[src/sv/hsvrgb_pkg.sv]
`timescale 1ns / 1ps
// Shared types and constants of the HSV to RGB converter.
package hsvrgb_pkg;

   localparam int HUE_W        = 17;
   localparam int CHAN_W       = 8;
   localparam logic [CHAN_W-1:0] CHAN_MAX = 8'd255;

   // Hue is scaled to thousandths of a sixth of a turn
   localparam int HUE_STEPS    = 6000;
   localparam int SECTOR_SPAN  = 1000;
   localparam int SECTOR_COUNT = 6;
   localparam int K_W          = 10;

   // floor(x / 255) for 16-bit x: multiply by reciprocal, keep bits above P_SHIFT
   localparam int PROD_W       = 16;
   localparam int P_SHIFT      = 24;
   localparam int P_RECIP_W    = 17;
   localparam logic [P_RECIP_W-1:0] P_RECIP =
      P_RECIP_W'(((64'd1 << P_SHIFT) + 64'd254) / 64'd255);

   // floor(x / 255000) for 26-bit x
   localparam int NUM_W         = 18;
   localparam logic [NUM_W-1:0] SCALE_FULL = 18'd255000;
   localparam int SCALE_PROD_W  = 26;
   localparam int SCALE_SHIFT   = 44;
   localparam int SCALE_RECIP_W = 27;
   localparam logic [SCALE_RECIP_W-1:0] SCALE_RECIP =
      SCALE_RECIP_W'(((64'd1 << SCALE_SHIFT) + 64'd254999) / 64'd255000);

   // Cycles from an accepted transaction to its result strobe
   localparam int LATENCY = 7;

   typedef enum logic [2:0] {
      SEC_RED_YELLOW,
      SEC_YELLOW_GREEN,
      SEC_GREEN_CYAN,
      SEC_CYAN_BLUE,
      SEC_BLUE_MAGENTA,
      SEC_MAGENTA_RED
   } sector_type;

endpackage

[src/sv/hsvrgb_scale.sv]
`timescale 1ns / 1ps
// Two-stage scaler: floor(value * factor / 255000).
module hsvrgb_scale
   import hsvrgb_pkg::*;
(
   input  logic                  clock,
   input  logic [CHAN_W-1:0]     value,
   input  logic [NUM_W-1:0]      factor,
   output logic [CHAN_W-1:0]     scaled
);

   localparam int RP_W = SCALE_PROD_W + SCALE_RECIP_W;

   logic [SCALE_PROD_W-1:0] prod_ff;
   logic [SCALE_PROD_W-1:0] prod_in;
   logic [CHAN_W-1:0]       res_ff;
   logic [CHAN_W-1:0]       res_in;
   logic [RP_W-1:0]         recip_prod;

   assign prod_in    = SCALE_PROD_W'(value) * SCALE_PROD_W'(factor);
   // product never exceeds 255 * 255000, so the reciprocal is exact here
   assign recip_prod = RP_W'(prod_ff) * RP_W'(SCALE_RECIP);
   assign res_in     = recip_prod[SCALE_SHIFT +: CHAN_W];

   always_ff @(posedge clock) begin
      prod_ff <= prod_in;
      res_ff  <= res_in;
   end

   assign scaled = res_ff;

endmodule

[src/sv/hsv_to_rgb_fixed_hue.sv]
`timescale 1ns / 1ps
// Top level of the HSV to RGB converter.
//
// Converts one hue, saturation and brightness to 8-bit red, green and blue per clock. A
// transaction is taken on any edge with start high; busy is always low, so a new colour
// may follow in every cycle. The result appears on rsp_* with rsp_valid high for one
// cycle, in the order of acceptance. The latency is set by the chain of seven register
// stages: hue scaling, division by 1000 through a reciprocal multiply, the remainder
// within the sector, the sector reduction modulo 6, the two-stage brightness scaler and
// the output select. Hue wraps every full turn; the receiver cannot stall.
module hsv_to_rgb_fixed_hue
   import hsvrgb_pkg::*;
#(
   parameter int HUE_FRAC_BITS = 16
) (
   input  logic               clock,
   input  logic               reset,
   input  logic               start,
   output logic               busy,
   input  logic [HUE_W-1:0]   req_hue,
   input  logic [CHAN_W-1:0]  req_saturation,
   input  logic [CHAN_W-1:0]  req_brightness,
   output logic               rsp_valid,
   output logic [CHAN_W-1:0]  rsp_red,
   output logic [CHAN_W-1:0]  rsp_green,
   output logic [CHAN_W-1:0]  rsp_blue
);

   localparam int SPAN_L = $clog2(SECTOR_SPAN);
   localparam int HP_W   = HUE_W + $clog2(HUE_STEPS);
   localparam int MW     = HP_W - HUE_FRAC_BITS;
   localparam int DS     = MW + SPAN_L;
   localparam int QW     = (MW > SPAN_L) ? MW - SPAN_L + 1 : 1;
   localparam int QP_W   = DS + QW;
   localparam logic [QP_W-1:0] RECIP_SPAN =
      QP_W'(((64'd1 << DS) + 64'(SECTOR_SPAN - 1)) / 64'(SECTOR_SPAN));
   localparam int S6     = QW + $clog2(SECTOR_COUNT);
   localparam int SP_W   = S6 + QW;
   localparam logic [SP_W-1:0] RECIP_SIX =
      SP_W'(((64'd1 << S6) + 64'(SECTOR_COUNT - 1)) / 64'(SECTOR_COUNT));
   localparam int KX     = MW + K_W;
   localparam int SX     = QW + $clog2(SECTOR_COUNT);
   localparam int PP_W   = PROD_W + P_RECIP_W;

   // valid bits
   logic v1_ff, v2_ff, v3_ff, v4_ff, v5_ff, v6_ff, v7_ff;

   // stage 1
   logic [HP_W-1:0]   hp1_ff, hp1_in;
   logic [PROD_W-1:0] pp1_ff, pp1_in;
   logic [CHAN_W-1:0] sat1_ff, val1_ff;
   // stage 2
   logic [MW-1:0]     m_w;
   logic [MW-1:0]     m2_ff;
   logic [QP_W-1:0]   qm2_ff, qm2_in;
   logic [PP_W-1:0]   pdiv;
   logic [CHAN_W-1:0] p2_ff, p2_in;
   logic [CHAN_W-1:0] sat2_ff, val2_ff;
   // stage 3
   logic [QW-1:0]     quo_w;
   logic [KX-1:0]     kx;
   logic [QW-1:0]     quo3_ff;
   logic [K_W-1:0]    k3_ff, k3_in;
   logic [CHAN_W-1:0] sat3_ff, val3_ff, p3_ff;
   // stage 4
   logic [SP_W-1:0]   q6p4_ff, q6p4_in;
   logic [QW-1:0]     quo4_ff;
   logic [NUM_W-1:0]  nq4_ff, nq4_in, nt4_ff, nt4_in;
   logic [CHAN_W-1:0] val4_ff, p4_ff;
   // stage 5
   logic [QW-1:0]     q6_w;
   logic [SX-1:0]     secx;
   sector_type        sec5_ff, sec5_in;
   logic [CHAN_W-1:0] val5_ff, p5_ff;
   // stage 6
   sector_type        sec6_ff;
   logic [CHAN_W-1:0] val6_ff, p6_ff;
   logic [CHAN_W-1:0] q6_s, t6_s;
   // output
   logic [CHAN_W-1:0] red_ff, green_ff, blue_ff;
   logic [CHAN_W-1:0] red_in, green_in, blue_in;

   // no back-pressure anywhere in the pipe
   assign busy = 1'b0;

   // stage 1: hue in steps, numerator of the p term
   assign hp1_in = HP_W'(req_hue) * HP_W'(HUE_STEPS);
   assign pp1_in = PROD_W'(req_brightness) * PROD_W'(CHAN_MAX - req_saturation);

   // stage 2: m / 1000 by reciprocal, p = pp / 255
   assign m_w    = hp1_ff[HP_W-1 -: MW];
   assign qm2_in = QP_W'(m_w) * RECIP_SPAN;
   assign pdiv   = PP_W'(pp1_ff) * PP_W'(P_RECIP);
   assign p2_in  = pdiv[P_SHIFT +: CHAN_W];

   // stage 3: remainder within the sector
   assign quo_w = qm2_ff[DS +: QW];
   assign kx    = KX'(m2_ff) - KX'(quo_w) * KX'(SECTOR_SPAN);
   assign k3_in = kx[K_W-1:0];

   // stage 4: scaler factors and quotient by six
   assign q6p4_in = SP_W'(quo3_ff) * RECIP_SIX;
   assign nq4_in  = SCALE_FULL - NUM_W'(sat3_ff) * NUM_W'(k3_ff);
   assign nt4_in  = SCALE_FULL
                    - NUM_W'(sat3_ff) * NUM_W'(K_W'(SECTOR_SPAN) - k3_ff);

   // stage 5: sector = quotient mod 6
   assign q6_w    = q6p4_ff[S6 +: QW];
   assign secx    = SX'(quo4_ff) - SX'(q6_w) * SX'(SECTOR_COUNT);
   assign sec5_in = sector_type'(secx[2:0]);

   hsvrgb_scale u_scale_q (
      .clock  (clock),
      .value  (val4_ff),
      .factor (nq4_ff),
      .scaled (q6_s)
   );

   hsvrgb_scale u_scale_t (
      .clock  (clock),
      .value  (val4_ff),
      .factor (nt4_ff),
      .scaled (t6_s)
   );

   // stage 7: route terms to channels by sector
   always_comb begin
      red_in   = val6_ff;
      green_in = p6_ff;
      blue_in  = q6_s;
      case (sec6_ff)
         SEC_RED_YELLOW: begin
            red_in = val6_ff; green_in = t6_s;    blue_in = p6_ff;
         end
         SEC_YELLOW_GREEN: begin
            red_in = q6_s;    green_in = val6_ff; blue_in = p6_ff;
         end
         SEC_GREEN_CYAN: begin
            red_in = p6_ff;   green_in = val6_ff; blue_in = t6_s;
         end
         SEC_CYAN_BLUE: begin
            red_in = p6_ff;   green_in = q6_s;    blue_in = val6_ff;
         end
         SEC_BLUE_MAGENTA: begin
            red_in = t6_s;    green_in = p6_ff;   blue_in = val6_ff;
         end
         SEC_MAGENTA_RED: begin
            red_in = val6_ff; green_in = p6_ff;   blue_in = q6_s;
         end
         default: begin
            red_in = val6_ff; green_in = p6_ff;   blue_in = q6_s;
         end
      endcase
   end

   always_ff @(posedge clock) begin
      if (reset) begin
         v1_ff <= 1'b0;
         v2_ff <= 1'b0;
         v3_ff <= 1'b0;
         v4_ff <= 1'b0;
         v5_ff <= 1'b0;
         v6_ff <= 1'b0;
         v7_ff <= 1'b0;
      end else begin
         v1_ff <= start & ~busy;
         v2_ff <= v1_ff;
         v3_ff <= v2_ff;
         v4_ff <= v3_ff;
         v5_ff <= v4_ff;
         v6_ff <= v5_ff;
         v7_ff <= v6_ff;
      end
   end

   always_ff @(posedge clock) begin
      hp1_ff   <= hp1_in;
      pp1_ff   <= pp1_in;
      sat1_ff  <= req_saturation;
      val1_ff  <= req_brightness;

      m2_ff    <= m_w;
      qm2_ff   <= qm2_in;
      p2_ff    <= p2_in;
      sat2_ff  <= sat1_ff;
      val2_ff  <= val1_ff;

      quo3_ff  <= quo_w;
      k3_ff    <= k3_in;
      sat3_ff  <= sat2_ff;
      val3_ff  <= val2_ff;
      p3_ff    <= p2_ff;

      q6p4_ff  <= q6p4_in;
      quo4_ff  <= quo3_ff;
      nq4_ff   <= nq4_in;
      nt4_ff   <= nt4_in;
      val4_ff  <= val3_ff;
      p4_ff    <= p3_ff;

      sec5_ff  <= sec5_in;
      val5_ff  <= val4_ff;
      p5_ff    <= p4_ff;

      sec6_ff  <= sec5_ff;
      val6_ff  <= val5_ff;
      p6_ff    <= p5_ff;

      red_ff   <= red_in;
      green_ff <= green_in;
      blue_ff  <= blue_in;
   end

   assign rsp_valid = v7_ff;
   assign rsp_red   = red_ff;
   assign rsp_green = green_ff;
   assign rsp_blue  = blue_ff;

endmodule

[config.mk]
export PLATFORM = sky130hd
export DESIGN_NAME = hsv_to_rgb_fixed_hue
export DESIGN_NICKNAME = d
export VERILOG_FILES = /design/src/sv/hsvrgb_pkg.sv /design/src/sv/hsvrgb_scale.sv /design/src/sv/hsv_to_rgb_fixed_hue.sv
export SDC_FILE = /design/constraint.sdc
export NUM_CORES = 2
export LEC_CHECK = 0
export BUFFER_PORTS_ARGS = -buffer_cell sky130_fd_sc_hd__buf_2
export CORE_UTILIZATION = 55
export DETAILED_ROUTE_END_ITERATION = 10
export PLACE_DENSITY = 0.75
export SYNTH_ARGS = -nofsm -noshare
export SYNTH_HDL_FRONTEND = slang
export SYNTH_SLANG_ARGS = --single-unit
export TNS_END_PERCENT = 5
[constraint.sdc]
create_clock -name clock -period 7.4 [get_ports clock]
set_input_delay 1.85 -clock clock [delete_from_list [all_inputs] [get_ports clock]]
set_output_delay 1.85 -clock clock [all_outputs]
set_load 0.02 [all_outputs]
==> flow_metrics.tcl <==
set metrics [dict create \
    dp_hpwl_um 82500 \
    die-height_um 300 \
    use_met1_pct 30.4 \
    outcome "complete, no violations" \
    yosysSeqAreaShare_pct 13.0 \
    via_per_inst 5.19 \
    required_ps 7850 \
    fin_skew_ps 31.9 \
    die_area_mm2 0.0900 \
    relSlewSlack_pct 32.3 \
    core_area_mm2 0.0874 \
    cp.arrival_ps 7060 \
    numCtsBuffers 39 \
    hp-class "reg -> reg" \
    synthesis.area_mm2 0.0488 \
    finalHoldViolCount 0 \
    wl_um 97400 \
    drc 0 \
    fill_cells 7278 \
    clkSinkCount 316 \
    grt.overflow.total 0 \
    synth_top_area_share_pct 32.3 \
    grt_pass1_wl_um 167000 \
    clock_insertion_delay_worst_skew_ps 580 \
    grt_max_degree 55 \
    slew_viol_final 0 \
    drt-initial-drc-count 1224 \
    routabilityCongestion 0.942 \
    hold_buffers 0 \
    rows 108 \
    synth_area_leaders "fa_1, ha_1, dfxtp_1" \
    met2_usage_pct 39.7 \
    via_count 31919 \
    end_kind "register" \
    tightest_slew_ps 1010 \
    die_w_um 300 \
    dr.pass1.iters 5 \
    clk_path_buf_depth 3 \
    setup_violations 0 \
    synth-edff-count 0 \
    path_class "reg -> reg" \
    start_util_pct 55.9 \
    tns_ps 0 \
    grt_pass1_vias 34382 \
    drive_gt1_share_pct 3.95 \
    portBuffers 60 \
    period_needed_ps 6610 \
    startpoint_type "register" \
    period_share_pct 89.3 \
    maxCapViolations 0 \
    timing.fmax_ghz 0.151 \
    synth_top_cell_by_area "fa_1" \
    syn-num-nets 6764 \
    root_buffer "clkbuf_16" \
    cts_setup_buffers 0 \
    ios 62 \
    async_reset_ff_share_pct 0 \
    ys.warnings.count 0 \
    busiest_layer "met2" \
    yosysUniqueCellTypes 77 \
    synthCells 4907 \
    met3_usage_pct 3.11 \
    rsz0062_at_grt "false" \
    crit_fanout 8 \
    ys.flop_type "dfxtp_1" \
    syn_area_per_cell_um2 9.95 \
    cts_tree "built" \
    area_growth_pct 6.09 \
    htreeDepth 2 \
    final_nets 6816 \
    synth-seq-cells 316 \
    post_cts_resized 0 \
    grt_use_total_pct 22.9 \
    ant_nets 0 \
    grt_antenna_before_repair 1 \
    wire_per_inst_um 15.9 \
    path_clk_slew_ps 60 \
]
final cells by class:
type	instances	area (µm²)	share of cell area [%]
antenna	1	2.50	0.00483
clock inverter	26	317	0.611
clock buffer	45	1020	1.97
inverter	1224	4590	8.87
sequential	316	6330	12.2
timing repair buffer	81	458	0.884
multi-input combinational	3297	37700	72.7
tap	1155	1450	2.79
metal layers:
| metal | share of wire [%] | wire, µm | up-vias |
|---|---|---|---|
| met5 | 0.0072 | 7 | - |
| met4 | 2.3 | 2240 | 2 |
| met3 | 4.5 | 4420 | 110 |
| met2 | 48 | 47100 | 541 |
| met1 | 45 | 43700 | 15849 |
| li1 | - | - | 15417 |
sequential cells by signal (all words and copies together) (netlist names), 10 cells and up:
register           flops
u_scale_t.prod_ff     26
u_scale_q.prod_ff     25
nt4_ff                18
nq4_ff                17
pp1_ff                16
hp1_ff                14
k3_ff                 10
m2_ff                 10
kinds of logic after synthesis:
family | share of synthesized area, %
compound gates | 5.51
xor+xnor | 2.80
fa+ha+maj | 58.7
buf+inv | 9.95
flops | 13.0
mux | 0.894
other cells | 0.00768
simple gates | 9.14
stage by stage:
step / hold slack [ps] / util, % / cell area (µm²) / std cells / setup slack, ps
after global routing: 328 / 59.3 / 51800 / 6144 / 275
after floorplan: 310 / - / 48800 / 4907 / 1480
after CTS: 326 / 59.3 / 51800 / 6144 / 816
final: 324 / 59.3 / 51800 / 6145 / 790
after global placement: 310 / 57.7 / 50500 / 6073 / 939
after detailed placement: 312 / 57.7 / 50500 / 6073 / 820
cell usage after synthesis (8+ instances only):
cell,count
mux2_2,21
nand2_1,277
nand2b_1,40
or3_1,8
xor2_1,35
a31oi_1,14
a211oi_1,18
nor3_1,27
o22ai_1,12
nand4_1,18
ha_1,1034
nor2_1,95
mux2i_1,20
nor2b_1,87
o21a_1,21
a21oi_1,128
a21o_1,52
and3_1,16
fa_1,787
o21ai_0,72
xnor2_1,121
and2_1,239
clkbuf_1,61
o21bai_1,8
dfxtp_1,316
inv_1,1223
nand3_1,33
cell usage in the layout, fill, tap and decap left out, drive strengths merged, types with 76 or more instances in the layout:
master / instances
dfxtp: 316
and2: 239
nor2b: 87
o21ai: 76
a21oi: 131
xnor2: 121
nor2: 95
buf: 81
nand2: 277
inv: 1229
ha: 1034
fa: 787
path summary, 6_finish.rpt:
check / cells past startpoint / slack, ps / startpoint / endpoint
worst min register to register: 0 / 320 / val5_ff[4]$_DFF_P_ / val6_ff[4]$_DFF_P_
worst max register to register: 23 / 790 / u_scale_q.prod_ff[5]$_DFF_P_ / u_scale_q.scaled[7]$_DFF_P_
worst max-delay path: 23 / 790 / u_scale_q.prod_ff[5]$_DFF_P_ / u_scale_q.scaled[7]$_DFF_P_
worst min-delay path: 0 / 320 / val5_ff[4]$_DFF_P_ / val6_ff[4]$_DFF_P_
critical path, stage by stage (launching register included):
cell and delay [ps]:
dfxtp_1 560, inv_1 200, fa_1 560, inv_1 40, ha_1 260, inv_1 50, fa_1 520, inv_1 50
fa_1 480, fa_1 500, fa_1 490, inv_1 50, fa_1 480, inv_1 40, ha_1 160, a21o_1 170
a21oi_1 270, o21ai_0 180, a221oi_1 330, o221a_2 250, nand4_1 220, a31oi_1 360, o21bai_1 120, xnor2_1 130
Power is not shown: default switching activity piles up to over one toggle a cycle in this logic, so the estimate is an artifact.
